## config.mk

```make
export PLATFORM = sky130hd
export DESIGN_NAME = elcsr_result_fifo
export DESIGN_NICKNAME = d
export VERILOG_FILES = /design/src/rtl/elcsr_pkg.sv /design/src/rtl/elcsr_result_fifo.sv
export SDC_FILE = /design/constraint.sdc
export NUM_CORES = 1
export LEC_CHECK = 0
export ABC_AREA = 1
export CORE_MARGIN = 5
export CORE_UTILIZATION = 40
export DETAILED_ROUTE_END_ITERATION = 12
export DONT_BUFFER_PORTS = 1
export GPL_ROUTABILITY_DRIVEN = 0
export GPL_TIMING_DRIVEN = 0
export SETUP_SLACK_MARGIN = 0.2
export SYNTH_ARGS = -nofsm -noshare
export SYNTH_HDL_FRONTEND = slang
export SYNTH_SLANG_ARGS = --single-unit
export TNS_END_PERCENT = 20
```

## constraint.sdc

```tcl
create_clock -name clk -period 4.7 [get_ports clk]
set_input_delay 0.94 -clock clk [delete_from_list [all_inputs] [get_ports clk]]
set_output_delay 0.94 -clock clk [all_outputs]
set_load 0.05 [all_outputs]
```

## src/rtl/elcsr_pkg.sv

```systemverilog
package elcsr_pkg;

  localparam int MAX_NODES  = 65536;
  localparam int MAX_EDGES  = 1048576;

  localparam int NODE_W     = 16;
  localparam int NCOUNT_W   = 17;
  localparam int ECOUNT_W   = 21;
  localparam int INDEX_W    = 20;
  localparam int KIND_W     = 2;
  localparam int ERR_W      = 3;

  localparam int CFG_IDX_W  = 1;
  localparam int CFG_DATA_W = 21;

  localparam int FIFO_DEPTH = 4;
  localparam int PTR_W      = $clog2(FIFO_DEPTH);
  localparam int CNT_W      = $clog2(FIFO_DEPTH + 1);

  typedef enum logic [CFG_IDX_W-1:0] {
    CFG_NODE_COUNT     = 1'd0,
    CFG_EXPECTED_EDGES = 1'd1
  } cfg_idx_t;

  typedef enum logic {
    OP_EDGE = 1'b0,
    OP_END  = 1'b1
  } opcode_t;

  typedef enum logic [KIND_W-1:0] {
    KIND_FILL = 2'd0,
    KIND_COL  = 2'd1,
    KIND_DONE = 2'd2,
    KIND_ERR  = 2'd3
  } kind_t;

  typedef enum logic [ERR_W-1:0] {
    ERR_NONE     = 3'd0,
    ERR_NODE     = 3'd1,
    ERR_DECR     = 3'd2,
    ERR_TOO_MANY = 3'd3,
    ERR_TOO_FEW  = 3'd4
  } err_t;

  typedef struct packed {
    kind_t               kind;
    logic [INDEX_W-1:0]  first_index;
    logic [NODE_W-1:0]   last_row;
    logic [ECOUNT_W-1:0] value;
    err_t                error_code;
    logic                last;
  } res_t;

  // up to two result words produced by one accepted item
  typedef struct packed {
    logic [1:0] cnt;
    res_t       first;
    res_t       second;
  } push_t;

endpackage

```

## src/rtl/elcsr_result_fifo.sv

```systemverilog
module elcsr_result_fifo
  import elcsr_pkg::*;
(
  input  logic  clk,
  input  logic  rst_n,
  input  push_t push_i,
  input  logic  pop_i,
  output logic  room_o,
  output logic  head_valid_o,
  output res_t  head_o
);

  res_t             mem_r [FIFO_DEPTH];
  logic [PTR_W-1:0] wr_ptr_r, wr_ptr_nxt;
  logic [PTR_W-1:0] rd_ptr_r, rd_ptr_nxt;
  logic [CNT_W-1:0] count_r, count_nxt;
  logic [PTR_W-1:0] wr_ptr_p1;

  assign wr_ptr_p1    = wr_ptr_r + PTR_W'(1);
  assign room_o       = count_r <= CNT_W'(FIFO_DEPTH - 2);
  assign head_valid_o = count_r != '0;
  assign head_o       = mem_r[rd_ptr_r];

  always_comb begin
    wr_ptr_nxt = wr_ptr_r + PTR_W'(push_i.cnt);
    rd_ptr_nxt = rd_ptr_r + PTR_W'(pop_i);
    count_nxt  = count_r + CNT_W'(push_i.cnt) - CNT_W'(pop_i);
  end

  always_ff @(posedge clk) begin
    if (push_i.cnt != 2'd0) begin
      mem_r[wr_ptr_r] <= push_i.first;
    end
    if (push_i.cnt == 2'd2) begin
      mem_r[wr_ptr_p1] <= push_i.second;
    end
  end

  always_ff @(posedge clk) begin
    if (!rst_n) begin
      wr_ptr_r <= '0;
      rd_ptr_r <= '0;
      count_r  <= '0;
    end else begin
      wr_ptr_r <= wr_ptr_nxt;
      rd_ptr_r <= rd_ptr_nxt;
      count_r  <= count_nxt;
    end
  end

  a_count_bound: assert property (@(posedge clk) disable iff (!rst_n)
    count_r <= CNT_W'(FIFO_DEPTH))
    else $error("result queue count above depth");

  a_no_overflow: assert property (@(posedge clk) disable iff (!rst_n)
    ({1'b0, count_r} + (CNT_W + 1)'(push_i.cnt)) <= (CNT_W + 1)'(FIFO_DEPTH))
    else $error("result queue pushed past depth");

  a_no_underflow: assert property (@(posedge clk) disable iff (!rst_n)
    pop_i |-> count_r != '0)
    else $error("result queue popped while empty");

  a_ptr_gap: assert property (@(posedge clk) disable iff (!rst_n)
    (count_r != '0 && count_r != CNT_W'(FIFO_DEPTH)) |-> wr_ptr_r != rd_ptr_r)
    else $error("result queue pointers disagree with count");

endmodule

```

# Word-level counts from Yosys, hierarchy flattened
# Memories as Yosys holds them, arrays and structs flattened. A register that Yosys moved wholly into a read port is not among the register bits.
# Cells that the tools add are included.
dict set report op_classes {
  n_eq_ne 1
  mux 5
  order_cmp 1
  n_reduce_logical 2
  n_addsub 5
}
# cell n
set ops {}
lappend ops {{two-way mux 1 bit} 4}
lappend ops {{adder 3 x 2 -> 3 bit} 1}
lappend ops {{<= comparator 3 x 2 -> 1 bit, second input constant} 1}
lappend ops {{nonzero test 3 bit} 1}
lappend ops {{subtractor 3 x 1 -> 3 bit} 1}
lappend ops {{adder 2 x 1 -> 2 bit} 1}
lappend ops {{adder 2 x 1 -> 2 bit, second input constant} 1}
lappend ops {{adder 2 bit} 1}
lappend ops {{equality test 2 bit, second input constant} 1}
lappend ops {{two-way mux 2 bit} 1}
lappend ops {{nonzero test 2 bit} 1}
dict set report totals {
  mem_count 1
  reg_bits 7
  ramBits 252
  output_inout_bits 65
}
# name depth width rd rd_clocked_by_memory_dff wr line
set mem_list {}
lappend mem_list {mem_r 4 63 1 1 2 elcsr_result_fifo.sv:13} ;# res_t mem_r [FIFO_DEPTH];

# Longest topological paths before layout
# Gate-level depths: netlist of the first run.
dict set report depth {
  word_depth 3
  depth_mapped 8
}

# Worst setup path before layout of the first run
# Ideal clock, no wire load.
dict set report synth_timing {
  path_type {in2reg}
  from {input push_i[127] (netlist name)}
  to {memory mem_r[2][0] (netlist name) (enable)}
  setup_time_ns 0.681
  arrival_ns 2.626
  required_ns 4.019
  path_slack_ns 1.394
  path_buffers 1
  stages 5
  cell_sequence {inv_2 nor2_8 nand2_2 clkbuf_1 nand2_1}
}
# item line
set synth_lines {}
lappend synth_lines {{from (decl)} elcsr_result_fifo.sv:6} ;# input push_t push_i,
lappend synth_lines {{to (decl)} elcsr_result_fifo.sv:13}

==> results of run 1 <==
[cell usage after synthesis, drive strengths merged]
library cell | instances | share of area
o21ai | 315 | 0.12
nand3b | 1 | 0.00057
ha | 5 | 0.0048
edfxtp | 252 | 0.58
nor2 | 7 | 0.0040
clkbuf | 43 | 0.012
xnor2 | 1 | 0.00067
nand3 | 4 | 0.0015
o211ai | 63 | 0.036
dfxtp | 7 | 0.011
fa | 1 | 0.0015
inv | 204 | 0.059
nand4 | 1 | 0.0016
a21oi | 66 | 0.025
buf | 51 | 0.026
nand2 | 399 | 0.12
[registers in the layout (all words and copies together), names as in the netlist]
name      cells
wr_ptr_r      2
mem_r       252
rd_ptr_r      2
count_r       3
[worst max path at each step]
stage / from / endpoint / depth (start not counted)
global placement: push_i[127] / mem_r[2][28] / 5
CTS: rd_ptr_r[0] / head_o[42] / 5
detailed placement: push_i[127] / mem_r[2][39] / 6
finish: rd_ptr_r[1] / head_o[42] / 5
floorplan: push_i[127] / mem_r[2][0] / 5
global route: rd_ptr_r[0] / head_o[0] / 5
[per-stage QoR]
step | utilization | setup TNS (ns) | area, um^2 | setup slack, ns
after floorplan | - | 0 | 13100 | 1.39
after global placement | 0.420 | -68.91 | 13600 | -0.472
after detailed placement | 0.424 | 0 | 13800 | 1.49
after CTS | 0.451 | 0 | 14600 | 1.00
after global routing | 0.451 | 0 | 14600 | 0.889
final | 0.451 | 0 | 14600 | 1.07
[logic make-up (layout without fill, tap and decap cells)]
family | Yosys count | count (layout)
adder cells (fa/ha/maj) | 6 | 6
buffers and inverters | 298 | 354
flip-flops | 259 | 259
AND/OR/NAND/NOR | 412 | 412
AO/OA/AOI/OAI | 444 | 444
XOR/XNOR | 1 | 1
other | 0 | 1
[worst register-to-register path: cells and delay by family (launching register included)]
kind	cells	cell delay, ns
buffers and inverters	2	0.94
DFF	1	0.45
and+or+nand+nor	3	0.93
[cells in the final DEF, fill, tap and decap left out, types with 2 or more instances in the layout]
cell | netlist | layout
dfxtp_1 | 7 | 7
nand2_4 | 2 | 6
clkinv_2 | 0 | 4
buf_12 | 0 | 2
buf_2 | 30 | 30
nand2_1 | 396 | 392
o21ai_0 | 258 | 258
nand3_1 | 4 | 4
a21oi_1 | 66 | 66
clkbuf_16 | 0 | 29
clkinv_1 | 0 | 12
o21ai_2 | 4 | 4
buf_16 | 0 | 2
edfxtp_1 | 252 | 252
bufinv_16 | 0 | 2
inv_2 | 3 | 3
inv_1 | 201 | 201
ha_1 | 5 | 5
buf_6 | 15 | 15
o211ai_1 | 63 | 63
o21ai_1 | 53 | 53
nor2_1 | 4 | 4
clkbuf_1 | 43 | 47
buf_1 | 5 | 5
[layer usage]
metal,part of all wire,wire [um],up-vias
met3,0.088,3470,73
met4,0.027,1070,0
met1,0.40,15800,4870
met2,0.49,19200,474
met5,0,0,-
li1,-,-,4861
[layout make-up]
type	instances	area (um^2)
tap	442	553
antenna	1	2.50
buffer	94	507
multi-input combinational	863	4130
clock inverter	19	133
timing repair buffer	4	95.1
sequential	259	7710
fill	3098	17800
clock buffer	33	741
inverter	204	766
[report_power, final]
part	switching (mW)	internal, mW
logic	1.04	0.242
registers	0.0484	2.79
clock network	0.892	1.22
==> impl_metrics.yaml, run 1 <==
setup_path:
  reg2regPathDepth: 5
  family_with_the_most_delay_on_the_worst_path: "buffers and inverters"
  cpMaxStageDelayCell: "clkbuf_1"
  data_arrival_time_of_the_critical_path_ns: 2.69
  critical_path.endpoint_type: "output port"
  critical_path.max_stage_delay_ns: 0.54
  rrSetupSlack_ns: 2.10
  rr_startpoint: "wr_ptr_r[1]"
  worst_setup_path_start_kind: "flip-flop"
  regToRegEndpoint: "mem_r[2][51]"
  timing.critical_path.buf_inv: 3
  path_cells: "buf_2 > buf_2 > clkbuf_1 > o211ai_1 > nand2_1"
  timing.critical_path.required_ns: 3.76
  worst-path-max-fanout: 10
  crit_path_frequent_cell: "buf_2"
  critical_path_class: "flip-flop to output port"
floorplan:
  floorplan.initialDensity: 0.403
  placeableCoreArea_mm2: 0.0325
  die_width_um: 191
  dieArea_mm2: 0.0364
  die_h_um: 191
  floorplan.rows: 66
  ports_placed_on_the_boundary: 196
worst_hold_path:
  min_to: "count_r[0]"
  holdPathStages: 2
  holdCritPathClass: "primary input to flip-flop"
  min-delay-start: "rst_n"
cells_and_area:
  fin_cells: 1919
  layout.nets: 1592
  layout_cell_share_with_drive_strength_beyond_1: 0.0705
  synthToLayoutAreaGrowth_pct: 11.9
logic_synthesis:
  ys_ff_latch: 259
  yosys.area_share.adder: 0.00631
  simple_gate_area_share_of_the_yosys_netlist: 0.124
  ys_types: 27
  post_synth_instance_area_mm2: 0.0131
  post_synth_mux_area_share: 0
  synth_compound_area_frac: 0.183
  synth.yosys.warnings: 0
  ys_seq_area_frac: 0.589
  synthesis.instances: 1420
  main_combinational_cell_family_by_area_after_synthesis: "compound AO/OA/AOI/OAI gates"
  synth.avg_cell_area_um2: 9.21
  syn-num-nets: 1557
  synth_xor_area_frac: 0.000669
timing:
  timing.final.crit_period_ns: 3.63
  max_slew_margin: 0.311
  rsz0062_at_grt: "no"
  fmax_mhz: 275
  timing.final.max_slew_violations: 0
  worst_clock_skew_ns: 0.00987
  tightestPinTransition_ns: 1.04
  setup_violations: 0
  finalHoldViolCount: 0
  hold-worst-slack_ns: 0.502
  finalCritPeriodShare: 0.773
route:
  detail_route.wl_per_cell_um: 20.6
  drt_drc_violations_left: 0
  wl_mm: 39.6
  detailroute.via_count: 10300
  final_antenna_net_count: 0
  detail_route.vias_per_cell: 5.36
  firstDrtPassIters: 5
  detail_route.iter0.violations: 901
global_routing:
  number_of_antenna_violations_at_the_first_check_in_global_routing: 1
  grt_use_met2: 0.361
  grt_first_pass_wirelength_mm: 59.6
  top_usage_layer: "met2"
  global_route.usage.met3: 0.0427
  pin_count_of_the_biggest_net_entering_global_routing: 52
  groute.usage.overall: 0.212
  met1_usage: 0.272
  grt-ovfl-total: 0
  first_global_vias: 10200
cts:
  clock_tree.htree_level_count: 1
  clock_tree_from_tritoncts: "done"
  cts.path.max_buffers: 3
  cts.clk_slew.worst_paths_ns: 0.06
  cts_resized: 0
  postCtsHoldBufs: 0
  cts_num_sinks: 259
  worstSkewPairLatency_ns: 0.54
  cts_setup_buffers: 0
  cts_made_buffers: 29
  root_buffer: "clkbuf_16"
run:
  maxCapViolations: 0
power_and_ir_drop:
  power.total_mw: 6.24
  power.density_mw_per_mm2: 426
  leakage_nw: 6.17
  power.ir.vdd_worst_v: 0.000223
outcome:
  run_status: "finished clean"
placement:
  io_buffer_count: 0
  placed_cells: 1866
  place.detailed.hpwl_mm: 26.3
Power figures use the tool's default switching activity.
==> inputs of run 2 (changes only) <==
==> constraint.sdc (replaced) <==
create_clock -name clk -period 3.63 [get_ports clk]
set_input_delay 0.726 -clock clk [delete_from_list [all_inputs] [get_ports clk]]
set_output_delay 0.726 -clock clk [all_outputs]
set_load 0.05 [all_outputs]
==> impl_metrics.yaml, run 2 (synthesis gave the netlist of run 1 again) <==
outcome:
  run_status: "finished clean"
timing:
  timing.final.crit_period_ns: 3.35
  finalHoldViolCount: 0
  rsz0062_at_grt: "yes"
  fmax_mhz: 298
  worst_clock_skew_ns: 0.0106
  tightestPinTransition_ns: 1.03
  timing.final.max_slew_violations: 0
  finalCritPeriodShare: 0.924
  max_slew_margin: 0.313
  setup_violations: 0
route:
  detail_route.wl_per_cell_um: 20.6
  detailroute.via_count: 10200
  final_antenna_net_count: 0
  drt_drc_violations_left: 0
  detail_route.iter0.violations: 901
  detail_route.vias_per_cell: 5.34
  firstDrtPassIters: 5
  wl_mm: 39.6
worst_hold_path:
  holdPathStages: 2
  holdCritPathClass: "primary input to flip-flop"
global_routing:
  groute.usage.overall: 0.212
  pin_count_of_the_biggest_net_entering_global_routing: 52
  grt-ovfl-total: 0
  grt_first_pass_wirelength_mm: 59.6
  number_of_antenna_violations_at_the_first_check_in_global_routing: 1
  first_global_vias: 10200
cts:
  cts_made_buffers: 29
  cts_num_sinks: 259
  worstSkewPairLatency_ns: 0.54
  clock_tree_from_tritoncts: "done"
  postCtsHoldBufs: 0
  root_buffer: "clkbuf_16"
  clock_tree.htree_level_count: 1
  cts.clk_slew.worst_paths_ns: 0.06
  cts.path.max_buffers: 3
setup_path:
  timing.critical_path.required_ns: 2.90
  data_arrival_time_of_the_critical_path_ns: 2.63
  reg2regPathDepth: 5
  worst_setup_path_start_kind: "flip-flop"
  worst-path-max-fanout: 10
  critical_path.endpoint_type: "output port"
  critical_path_class: "flip-flop to output port"
placement:
  io_buffer_count: 0
  place.detailed.hpwl_mm: 26.3
  placedInstanceArea_mm2: 0.0138
  placed_cells: 1866
floorplan:
  floorplan.initialDensity: 0.403
  ports_placed_on_the_boundary: 196
  die_width_um: 191
  dieArea_mm2: 0.0364
  floorplan.rows: 66
  placeableCoreArea_mm2: 0.0325
  die_h_um: 191
cells_and_area:
  fin_cells: 1919
  biggestRegsByFlops: "mem_r (252), count_r (3)"
  combined_area_of_the_multi_input_logic_cells_mm2: 0.00413
  seq_area_mm2: 0.00771
  layout.nets: 1592
  layout_cell_share_with_drive_strength_beyond_1: 0.0725
  fillerInstances: 3097
  largest_reg_flops: 252
  most-common-layout-cells: "nand2_1, o21ai_0, edfxtp_1"
  leading_cell_type_in_the_layout_fill_and_taps_excluded: "nand2_1"
  design_area_mm2: 0.0146
  synthToLayoutAreaGrowth_pct: 11.9
  registers.top_by_ff_count: "mem_r"
run:
  maxCapViolations: 0
power_and_ir_drop:
  leakage_nw: 6.18
  power.ir.vdd_worst_v: 0.000289
  power.density_mw_per_mm2: 552
[run 2: path summary, 6_finish.rpt]
| path | start | end | slack [ns] |
|---|---|---|---|
| worst max register to register | wr_ptr_r[1] | mem_r[2][51] | 1.03 |
| worst max-delay path | rd_ptr_r[1] | head_o[33] | 0.28 |
| worst min register to register | rd_ptr_r[0] | rd_ptr_r[0] | 0.57 |
| worst min-delay path | rst_n | count_r[0] | 0.29 |
[run 2: what timing repair did]
item	4_1_cts	5_1_grt
resized for setup	2	2
setup buffers	0	0
hold endpoints to repair	0	0
endpoints found under the setup margin	12	16
pin swaps	0	0
[run 2: layout make-up]
class,count,share of cell area
Antenna cell,1,0.000171
Buffer,94,0.0349
Clock buffer,33,0.0506
Clock inverter,19,0.00906
Inverter,204,0.0523
Multi-Input combinational cell,863,0.282
Sequential cell,259,0.526
Tap cell,442,0.0378
Timing Repair Buffer,4,0.00650
[run 2: worst max-delay path, stage by stage, from the launching register on]
cell and delay [ns]:
dfxtp_1 0.30, buf_2 0.31, buf_2 0.36, clkbuf_1 0.50, o211ai_1 0.18, nand2_1 0.44
[run 2: per-layer routing]
metal  share of wire  track usage  wire length [um]
met1            0.40        0.272             16000
met2            0.49        0.361             19200
met5               0            0                 0
met3           0.083       0.0427              3300
met4           0.026       0.0680              1020
[run 2: per-stage QoR]
step	power [mW]	hold WS, ns	utilization	setup TNS (ns)	setup WS, ns
after floorplan	5.01	0.518	-	0	0.538
after global placement	5.39	0.537	0.420	-284.62	-1.33
after detailed placement	5.42	0.551	0.424	0	0.637
after CTS	8.14	0.264	0.451	0	0.172
after global routing	8.41	0.274	0.451	0	0.136
final	8.08	0.289	0.451	0	0.278
[run 2: where the power goes]
part           switching (mW)  total (mW)  leakage, nW  internal (mW)
Clock                    1.15        2.74        0.425           1.59
Combinational            1.35        1.66         3.33          0.314
Sequential             0.0626        3.68         2.42           3.62
Total                    2.57        8.08         6.18           5.52
